**src/rtl/core/pdec_pkg.sv**
```systemverilog
// Shared types, constants and helpers for the particle drift and collide core.
`default_nettype none
package pdec_pkg;

    localparam int MAX_PARTICLES = 256;
    localparam int IDX_W = $clog2(MAX_PARTICLES);
    localparam int CNT_W = IDX_W + 1;
    localparam int W    = 128;

    localparam logic [1:0] CFG_COUNT  = 2'd0;
    localparam logic [1:0] CFG_DT     = 2'd1;
    localparam logic [1:0] CFG_ENABLE = 2'd2;

    localparam logic [39:0] DT_RESET = 40'd1099512;

    localparam logic signed [W-1:0] SAT_HI = 128'sd140737488355327;
    localparam logic signed [W-1:0] SAT_LO = -128'sd140737488355328;

    typedef enum logic [1:0] {
        CMD_WRITE = 2'd0,
        CMD_STEP  = 2'd1,
        CMD_READ  = 2'd2,
        CMD_NONE  = 2'd3
    } t_cmd;

    typedef enum logic [1:0] {
        ALU_NOP,
        ALU_MUL,
        ALU_DIV
    } t_alu_op;

    typedef enum logic [2:0] {
        A_IDLE,
        A_MUL,
        A_DIV,
        A_FIX,
        A_DONE
    } t_alu_state;

    typedef struct packed {
        logic    start;
        t_alu_op op;
    } t_alu_req;

    typedef struct packed {
        logic done;
    } t_alu_rsp;

    typedef enum logic [5:0] {
        S_IDLE, S_RD_W, S_RD_OUT,
        S_DR_START, S_DR_W, S_DR_MX, S_DR_MY, S_DR_WB,
        S_PR_START, S_PJ_START, S_PI_W, S_PI_LD, S_PJ_W, S_PJ_LD,
        S_C_DIFF, S_C_D2X, S_C_D2Y, S_C_DS, S_C_CHK,
        S_C_DOTX, S_C_DOTY, S_C_Q,
        S_C_QX, S_C_RX, S_C_RXD, S_C_QY, S_C_RY, S_C_RYD, S_C_U,
        S_C_MXI, S_C_MXJ, S_C_CMX, S_C_MYI, S_C_MYJ, S_C_CMY,
        S_C_VXI, S_C_VXID, S_C_VYI, S_C_VYID, S_C_WI,
        S_C_VXJ, S_C_VXJD, S_C_VYJ, S_C_VYJD, S_C_WJ,
        S_NEXT
    } t_seq_state;

    typedef struct packed {
        logic [1:0]  cmd;
        logic [7:0]  index;
        logic [31:0] mass;
        logic [47:0] pos_x;
        logic [47:0] pos_y;
        logic [47:0] vel_x;
        logic [47:0] vel_y;
        logic [39:0] radius;
        logic        leaked;
    } t_item;

    typedef struct packed {
        logic [7:0]  slot;
        logic [47:0] pos_x;
        logic [47:0] pos_y;
        logic [47:0] vel_x;
        logic [47:0] vel_y;
        logic        leaked;
    } t_result;

    typedef struct packed {
        logic [31:0] mass;
        logic [47:0] px;
        logic [47:0] py;
        logic [47:0] vx;
        logic [47:0] vy;
        logic [39:0] rad;
        logic        leak;
    } t_part;

    function automatic logic signed [W-1:0] sx48(input logic [47:0] x);
        return {{(W-48){x[47]}}, x};
    endfunction

    function automatic logic [47:0] sat48(input logic signed [W-1:0] v);
        if (v > SAT_HI) return 48'h7FFF_FFFF_FFFF;
        if (v < SAT_LO) return 48'h8000_0000_0000;
        return v[47:0];
    endfunction

endpackage
`default_nettype wire

```
**src/rtl/core/pdec_alu.sv**
```systemverilog
// Shared serial multiply / floor-divide unit on 128-bit signed values.
`default_nettype none
module pdec_alu
    import pdec_pkg::*;
(
    input  wire logic                i_clk,
    input  wire logic                i_rst_n,
    input  wire t_alu_req            i_req,
    input  wire logic signed [W-1:0] i_a,
    input  wire logic signed [W-1:0] i_b,
    output t_alu_rsp                 o_rsp,
    output logic signed [W-1:0]      o_res,
    output logic signed [W-1:0]      o_rem
);

    t_alu_state r_st, n_st;
    t_alu_op    r_op, n_op;
    logic       r_neg, n_neg;
    logic [W-1:0] r_x, n_x, r_y, n_y, r_acc, n_acc;
    logic [6:0]   r_cnt, n_cnt;
    logic signed [W-1:0] r_res, n_res, r_rem, n_rem;
    logic [W-1:0] sh;

    always_ff @(posedge i_clk) begin
        if (!i_rst_n) begin
            r_st <= A_IDLE;
        end else begin
            r_st <= n_st;
        end
        r_op  <= n_op;
        r_neg <= n_neg;
        r_x   <= n_x;
        r_y   <= n_y;
        r_acc <= n_acc;
        r_cnt <= n_cnt;
        r_res <= n_res;
        r_rem <= n_rem;
    end

    always_comb begin
        n_st  = r_st;
        n_op  = r_op;
        n_neg = r_neg;
        n_x   = r_x;
        n_y   = r_y;
        n_acc = r_acc;
        n_cnt = r_cnt;
        n_res = r_res;
        n_rem = r_rem;
        sh    = {r_acc[W-2:0], r_x[W-1]};
        case (r_st)
            A_IDLE: begin
                if (i_req.start) begin
                    n_op  = i_req.op;
                    n_x   = i_a[W-1] ? -i_a : i_a;
                    n_y   = i_b[W-1] ? -i_b : i_b;
                    n_acc = '0;
                    if (i_req.op == ALU_MUL) begin
                        n_neg = i_a[W-1] ^ i_b[W-1];
                        n_cnt = 7'd63;
                        n_st  = A_MUL;
                    end else begin
                        n_neg = i_a[W-1];
                        n_cnt = 7'd127;
                        n_st  = A_DIV;
                    end
                end
            end
            A_MUL: begin
                // multiplier magnitude sits in the low 64 bits, MSB first
                n_acc = {r_acc[W-2:0], 1'b0} + (r_y[63] ? r_x : '0);
                n_y   = {r_y[W-2:0], 1'b0};
                n_cnt = r_cnt - 7'd1;
                if (r_cnt == 7'd0) n_st = A_FIX;
            end
            A_DIV: begin
                // restoring step; quotient bits shift into r_x
                if (sh >= r_y) begin
                    n_acc = sh - r_y;
                    n_x   = {r_x[W-2:0], 1'b1};
                end else begin
                    n_acc = sh;
                    n_x   = {r_x[W-2:0], 1'b0};
                end
                n_cnt = r_cnt - 7'd1;
                if (r_cnt == 7'd0) n_st = A_FIX;
            end
            A_FIX: begin
                if (r_op == ALU_MUL) begin
                    n_res = r_neg ? -r_acc : r_acc;
                    n_rem = '0;
                end else if (r_neg && (r_acc != '0)) begin
                    // floor of a negative quotient: -(q+1) == ~q
                    n_res = ~r_x;
                    n_rem = r_y - r_acc;
                end else begin
                    n_res = r_neg ? -r_x : r_x;
                    n_rem = r_acc;
                end
                n_st = A_DONE;
            end
            A_DONE: n_st = A_IDLE;
            default: n_st = A_IDLE;
        endcase
    end

    assign o_rsp.done = (r_st == A_DONE);
    assign o_res = r_res;
    assign o_rem = r_rem;

endmodule
`default_nettype wire

```
**config.mk**
```make
export PLATFORM = sky130hd
export DESIGN_NAME = pdec_alu
export DESIGN_NICKNAME = d
export VERILOG_FILES = /design/src/rtl/core/pdec_pkg.sv /design/src/rtl/core/pdec_alu.sv
export SDC_FILE = /design/constraint.sdc
export NUM_CORES = 2
export LEC_CHECK = 0
export BUFFER_PORTS_ARGS = -buffer_cell sky130_fd_sc_hd__buf_2
export CORE_ASPECT_RATIO = 1.1
export CORE_MARGIN = 2
export CORE_UTILIZATION = 44
export DETAILED_ROUTE_END_ITERATION = 8
export PLACE_DENSITY = 0.66
export REMOVE_ABC_BUFFERS = 1
export SLEW_MARGIN = 20
export SYNTH_ARGS = -nofsm -noshare
export SYNTH_HDL_FRONTEND = slang
export SYNTH_SLANG_ARGS = --single-unit
```
**constraint.sdc**
```tcl
create_clock -name i_clk -period 30.2 [get_ports i_clk]
set_input_delay 3.02 -clock i_clk [delete_from_list [all_inputs] [get_ports i_clk]]
set_output_delay 3.02 -clock i_clk [all_outputs]
set_load 0.01 [all_outputs]
```
After elaboration in Yosys (flattened, before gate mapping)
Index checks and enable logic that the tools add are counted.
{ "totals": {"latchBits": 0, "ff_bits": 653, "ramBits": 0, "word_cells": 67, "inputBits": 261, "n_memories": 0, "rom_bits": 0} }
{ "op_classes": {"n_reduce_logical": 15, "addsub": 8, "n_shift": 0, "eq_ne": 8, "order_cmp": 1, "n_mul": 0, "n_mux": 24, "n_div": 0, "bitwise": 2} }
{ "op_table": {"columns": ["operator", "n"], "rows": [
  ["$mux W128", 12],
  ["$neg A128 Y128", 4],
  ["$pmux W128 S2", 2],
  ["$pmux W128 S3", 1],
  ["$sub A128 B128 Y128", 2],
  ["$add A128 B128 Y128", 1],
  ["$ge A128 B128 Y1", 1],
  ["$not A128 Y128", 1],
  ["$reduce_bool A128 Y1", 1],
  ["$mux W7", 2],
  ["$pmux W7 S2", 1],
  ["$reduce_and A2 Y1", 6],
  ["$pmux W3 S3", 1],
  ["$logic_not A7 Y1", 1],
  ["$sub A7 B1 Y7 const B", 1],
  ["$eq A3 B2 Y1 const B", 2],
  ["$mux W3", 2],
  ["$reduce_bool A2 Y1", 3],
  ["$eq A2 B1 Y1 const B", 2],
  ["$eq A3 B1 Y1 const B", 1],
  ["$eq A3 B3 Y1 const B", 1],
  ["$logic_not A3 Y1", 1],
  ["$reduce_bool A3 Y1", 1],
  ["$mux W1", 2],
  ["other kinds (6)", 6]
]} }

Depth between registers and ports, before layout
{ "depth": {"depth_word": 4, "depth_mapped": 19, "mapped_depth_nobuf": 17} }

Worst setup path before layout
No wires, ideal clock.
{ "synth_timing": {"path_type": "input-to-reg", "start": "input i_req[2] (netlist bit)", "end": "register r_acc[0] (enable)", "t_arrival_ps": 12970, "path_stages": 2, "slack_ps": 16401, "required_ps": 29372, "cell_sequence": "nor3_1 a211oi_1"} }
{ "synth_via": {"elab_chain_len": 2} }
{ "synth_lines": {"columns": ["element", "line", "text"], "rows": [
  ["start, declared", "pdec_alu.sv:8", "input wire t_alu_req i_req,"],
  ["$ne A2 B2 Y1 (no line)", null, null],
  ["$reduce_and A2 Y1 (no line)", null, null],
  ["end signal, assigned", "pdec_alu.sv:34", "r_acc <= n_acc;"],
  ["end, declared", "pdec_alu.sv:19", "logic [W-1:0] r_x, n_x, r_y, n_y, r_acc, n_acc;"]
]} }
Every way passes these cells.
A chain may end at the register's enable or synchronous reset.

Final worst setup path
{ "layout_timing": {"start": "input i_b[12]", "end": "register r_y[122], data pin"} }
{ "layout_via": {"elab_chain_len": 4} }
{ "layout_lines": {"columns": ["element", "line", "text"], "rows": [
  ["start, declared", "pdec_alu.sv:10", "input wire logic signed [W-1:0] i_b,"],
  ["$neg A128 Y128", "pdec_alu.sv:56", "n_y = i_b[W-1] ? -i_b : i_b;"],
  ["$mux W128", "pdec_alu.sv:56", null],
  ["$mux W128", "pdec_alu.sv:53", "if (i_req.start) begin"],
  ["$pmux W128 S2", "pdec_alu.sv:51", "case (r_st)"],
  ["named net n_y[122]", "pdec_alu.sv:19", null],
  ["end signal, assigned", "pdec_alu.sv:33", "r_y <= n_y;"],
  ["end, declared", "pdec_alu.sv:19", null]
]} }
The timed path passes the listed nets, and every way through them passes these cells. The select of a mux whose other input is x is not followed.

==> impl.org <==
** Run
- The tool flagged a number of max-cap violations equal to 0.

** Logic synthesis
- Mux share of post-synthesis cell area :: 0.00385
- Share of the yosys chip area belonging to registers :: 0.300
- Post-synth top area cell :: sky130_fd_sc_hd__edfxtp_1
- Async SR Flop Fraction :: 0
- Counting every instance in the synthesized netlist gives 8335.
- For this run, the leading register cell type out of synthesis is sky130_fd_sc_hd__edfxtp_1.
- Fraction of post-synthesis cell area in the top cell type by area :: 0.299
- Area contributors post-synth :: sky130_fd_sc_hd__edfxtp_1, sky130_fd_sc_hd__ha_1, sky130_fd_sc_hd__a21oi_1
- Counting distinct cell types in the post-synthesis netlist gives 100.
- Synth Area per Inst :: 7.83 µm²
- Main combinational cell family by area after synthesis :: compound AO/OA/AOI/OAI gates
- The fraction of the mapped netlist area in compound gates came to 0.247.
- Share of the synthesized netlist area taken by xor and xnor gates :: 0.114
- For this run, the number of Yosys warnings is 0.
- Yosys mapped a number of flops with a built-in enable equal to 650.
- Total of flip-flops plus latches after synthesis :: 653
- By count the netlist is led by sky130_fd_sc_hd__nand2_1, sky130_fd_sc_hd__a21oi_1, sky130_fd_sc_hd__o21ai_0.
- Leading cell type by number of instances after synthesis :: sky130_fd_sc_hd__nand2_1
- Of the total synthesized cell area, the portion taken by full adders, half adders and majority gates is 0.0751.
- Syn Std Cell Area :: 65300 µm²
- Of the total synthesized cell area, the portion taken by AND, OR, NAND and NOR gates is 0.210.

** Timing
- Count of final setup violators :: 0
- Static timing analysis puts the maximum clock frequency at 127 MHz.
- Worst setup margin :: 22.31 ns
- Smallest hold slack :: 0.601 ns
- Worst slew margin relative to its limit :: 0.146
- Setup repair after global routing left no endpoint under its margin.
- The clock arrives with 0.0371 ns of skew.
- The final hold violation count came to 0.
- In the final timing run, aggregate negative setup slack is 0 ns.
- Post-layout minimum cycle time :: 7.89 ns
- Of the available clock period, the critical path in the final layout requires 0.261.
- The final-report max-slew violation count came to 0.
- For the pin with the worst max-slew slack, the measured transition is 1.27 ns.

** Critical path
- Worst Setup Start Kind :: input pin
- Req. time, crit path :: 30.63 ns
- Crit. End Element :: flip-flop
- The worst setup path is of the input pin to flip-flop kind.
- Along the worst path, the maximum fanout reaches 6.
- Critical path data arrival time :: 8.32 ns

** Finish
- Final layout net count :: 9210
- The finished cells cover 72100 µm².
- The finished layout holds 10600 standard cells, fillers aside.
- Layout cells sized above 1 :: 0.0995
- Fill cells :: 14800
- For this run, the share of the core covered by cells in the final layout is 0.488.
- Relative to the synthesized area, the layout overhead comes to 10.4%.

** Routing
- Via-per-instance ratio :: 6.44
- For this block, the initial DRC count from the detailed router was 8583.
- For this run, the detailed router's first-pass iteration total came to 6.
- Number of remaining DRC errors :: 0
- Detail-routed net length per standard cell :: 28.6 µm
- In this run the remaining antenna-violating nets after routing total 0.
- Detailed routing inserted a total of 68200 vias.
- Final Routed Wirelength :: 303000 µm

** Floorplanning
- In this run the horizontal extent of the chip is 371 µm.
- I/O Pins :: 518
- Core Region :: 148000 µm²
- Initial core utilization :: 0.442
- The floorplan has 148 rows.
- The die is 408 µm tall.
- Overall die area :: 151000 µm²

** Place
- Total instance count after detailed placement :: 10400
- After detailed placement, the total cell area comes to 69500 µm².
- Routability-driven placement finished with a final weighted congestion of 1.03.
- The count of buffers added on input and output ports is 517.
- Detailed placement finished with a half-perimeter wire length of 244000 µm.
- Prior to clock tree synthesis, the placed netlist has a worst setup slack of 21.74 ns.

** Power
- For this design the ratio of total power to cell area is 146 nW/µm².
- Pwr Total :: 10.5 mW
- VDD sags by at most 0.0668 mV.
- Static leakage :: 27.5 nW

** Clock network
- Worst-Skew Late Latency :: 0.73 ns
- Buffers inserted during clock tree synthesis total 78.
- For this design, the CTS-stage hold fixing added 0 buffers.
- H-Tree Depth :: 3
- Clock tree synthesis found a total of 653 sinks.
- After clock tree synthesis, the repair step resized 0 gates.
- In this run the deepest clock path goes through 3 buffers.
- Post-CTS setup-driven buffer insertion count :: 0
- Clk slew on worst S/H paths :: 0.07 ns
- Clock tree from TritonCTS :: done
- CTS Root Cell :: sky130_fd_sc_hd__clkbuf_16

** Global route
- Global-route wire length before repair :: 433000 µm
- Total global routing overflow :: 0
- Number of global-route vias before repair :: 63900
- Across every metal layer, demand over resource in global routing totals 0.385.
- The number of antenna violations at the first check in global routing is 47.
- Largest net degree at the start of global routing :: 152

** Outcome
- Status :: complete, no violations

** Worst hold path
- The min-delay analysis places its worst path in the category flip-flop to flip-flop.
## layer usage
layer  track usage  wire length [µm]  vias up
met5             0               199        -
met4         0.218             19700       32
met3        0.0691             29200      702
met2         0.595            133000     3852
met1         0.504            121000    32800
li1              -                 -    30900
## state kept, by name, indices dropped and copies added (netlist names)
signal / flops
r_st: 3
o_rem: 128
r_acc: 128
r_cnt: 7
r_y: 128
r_op: 2
r_neg: 1
o_res: 128
r_x: 128
## power breakdown
group / switching [mW] / internal (mW) / leakage, nW
Clock: 0.436 / 0.549 / 1.24
Combinational: 4.87 / 2.44 / 20.0
Sequential: 0.601 / 1.60 / 6.29
Total: 5.90 / 4.59 / 27.5
## cell type report
class | instances | area [µm²] | share of cell area
Multi-Input combinational cell | 6806 | 42500 | 0.590
Inverter | 399 | 1500 | 0.0208
Tap cell | 1950 | 2440 | 0.0339
Clock inverter | 51 | 559 | 0.00776
Clock buffer | 89 | 1990 | 0.0277
Antenna cell | 19 | 47.5 | 0.000660
Timing Repair Buffer | 621 | 3440 | 0.0477
Sequential cell | 653 | 19600 | 0.272
## final timing paths
kind | cells past startpoint | endpoint | from | slack, ns
max | 14 | r_y[122]$_DFFE_PP_ | i_b[12] | 22.31
min | 2 | r_cnt[5]$_SDFFCE_PP1P_ | r_cnt[5]$_SDFFCE_PP1P_ | 0.60
max reg2reg | 14 | r_acc[114]$_DFFE_PP_ | r_acc[12]$_DFFE_PP_ | 22.77
min reg2reg | 2 | r_cnt[5]$_SDFFCE_PP1P_ | r_cnt[5]$_SDFFCE_PP1P_ | 0.60
## cells by family (layout without fill, tap and decap cells)
family                   count (synthesis)  count (layout)
AO/OA/AOI/OAI                         2682            2682
XOR/XNOR                               847             847
AND/OR/NAND/NOR                       2862            2862
multiplexers                            25              25
flip-flops                             653             653
other                                    0              19
adder cells (fa/ha/maj)                390             390
buffers and inverters                  876            1160
## cell usage in the layout, fill, tap and decap left out, types with 76 or more instances in the layout
| master | Yosys | layout |
|---|---|---|
| sky130_fd_sc_hd__nand3_1 | 120 | 120 |
| sky130_fd_sc_hd__nand2_1 | 1064 | 1061 |
| sky130_fd_sc_hd__o31ai_1 | 183 | 183 |
| sky130_fd_sc_hd__inv_1 | 398 | 397 |
| sky130_fd_sc_hd__nand4_1 | 209 | 209 |
| sky130_fd_sc_hd__or3_1 | 128 | 127 |
| sky130_fd_sc_hd__or4_1 | 76 | 76 |
| sky130_fd_sc_hd__xnor2_1 | 395 | 395 |
| sky130_fd_sc_hd__nor3_1 | 174 | 172 |
| sky130_fd_sc_hd__o21ai_0 | 784 | 784 |
| sky130_fd_sc_hd__clkbuf_16 | 0 | 78 |
| sky130_fd_sc_hd__o22ai_1 | 85 | 85 |
| sky130_fd_sc_hd__and2_1 | 141 | 141 |
| sky130_fd_sc_hd__edfxtp_1 | 650 | 650 |
| sky130_fd_sc_hd__xor2_1 | 452 | 452 |
| sky130_fd_sc_hd__a21oi_1 | 898 | 898 |
| sky130_fd_sc_hd__o21bai_1 | 99 | 99 |
| sky130_fd_sc_hd__buf_4 | 0 | 101 |
| sky130_fd_sc_hd__ha_1 | 387 | 387 |
| sky130_fd_sc_hd__a21o_1 | 163 | 163 |
| sky130_fd_sc_hd__nor2_1 | 627 | 624 |
| sky130_fd_sc_hd__buf_2 | 7 | 515 |
## critical path: stages
cell	delay, ns
sky130_fd_sc_hd__buf_2	0.12
sky130_fd_sc_hd__or4_4	0.56
sky130_fd_sc_hd__or4_4	0.45
sky130_fd_sc_hd__nor3_1	0.65
sky130_fd_sc_hd__nand2_1	0.62
sky130_fd_sc_hd__or4_1	0.88
sky130_fd_sc_hd__nor2_1	0.42
sky130_fd_sc_hd__nand2_1	0.11
sky130_fd_sc_hd__or3_1	0.41
sky130_fd_sc_hd__nand2b_1	0.25
sky130_fd_sc_hd__o41ai_1	0.44
sky130_fd_sc_hd__nand2_1	0.13
sky130_fd_sc_hd__xnor2_1	0.15
sky130_fd_sc_hd__o21ai_0	0.09
(Power assumes the default switching activity.)
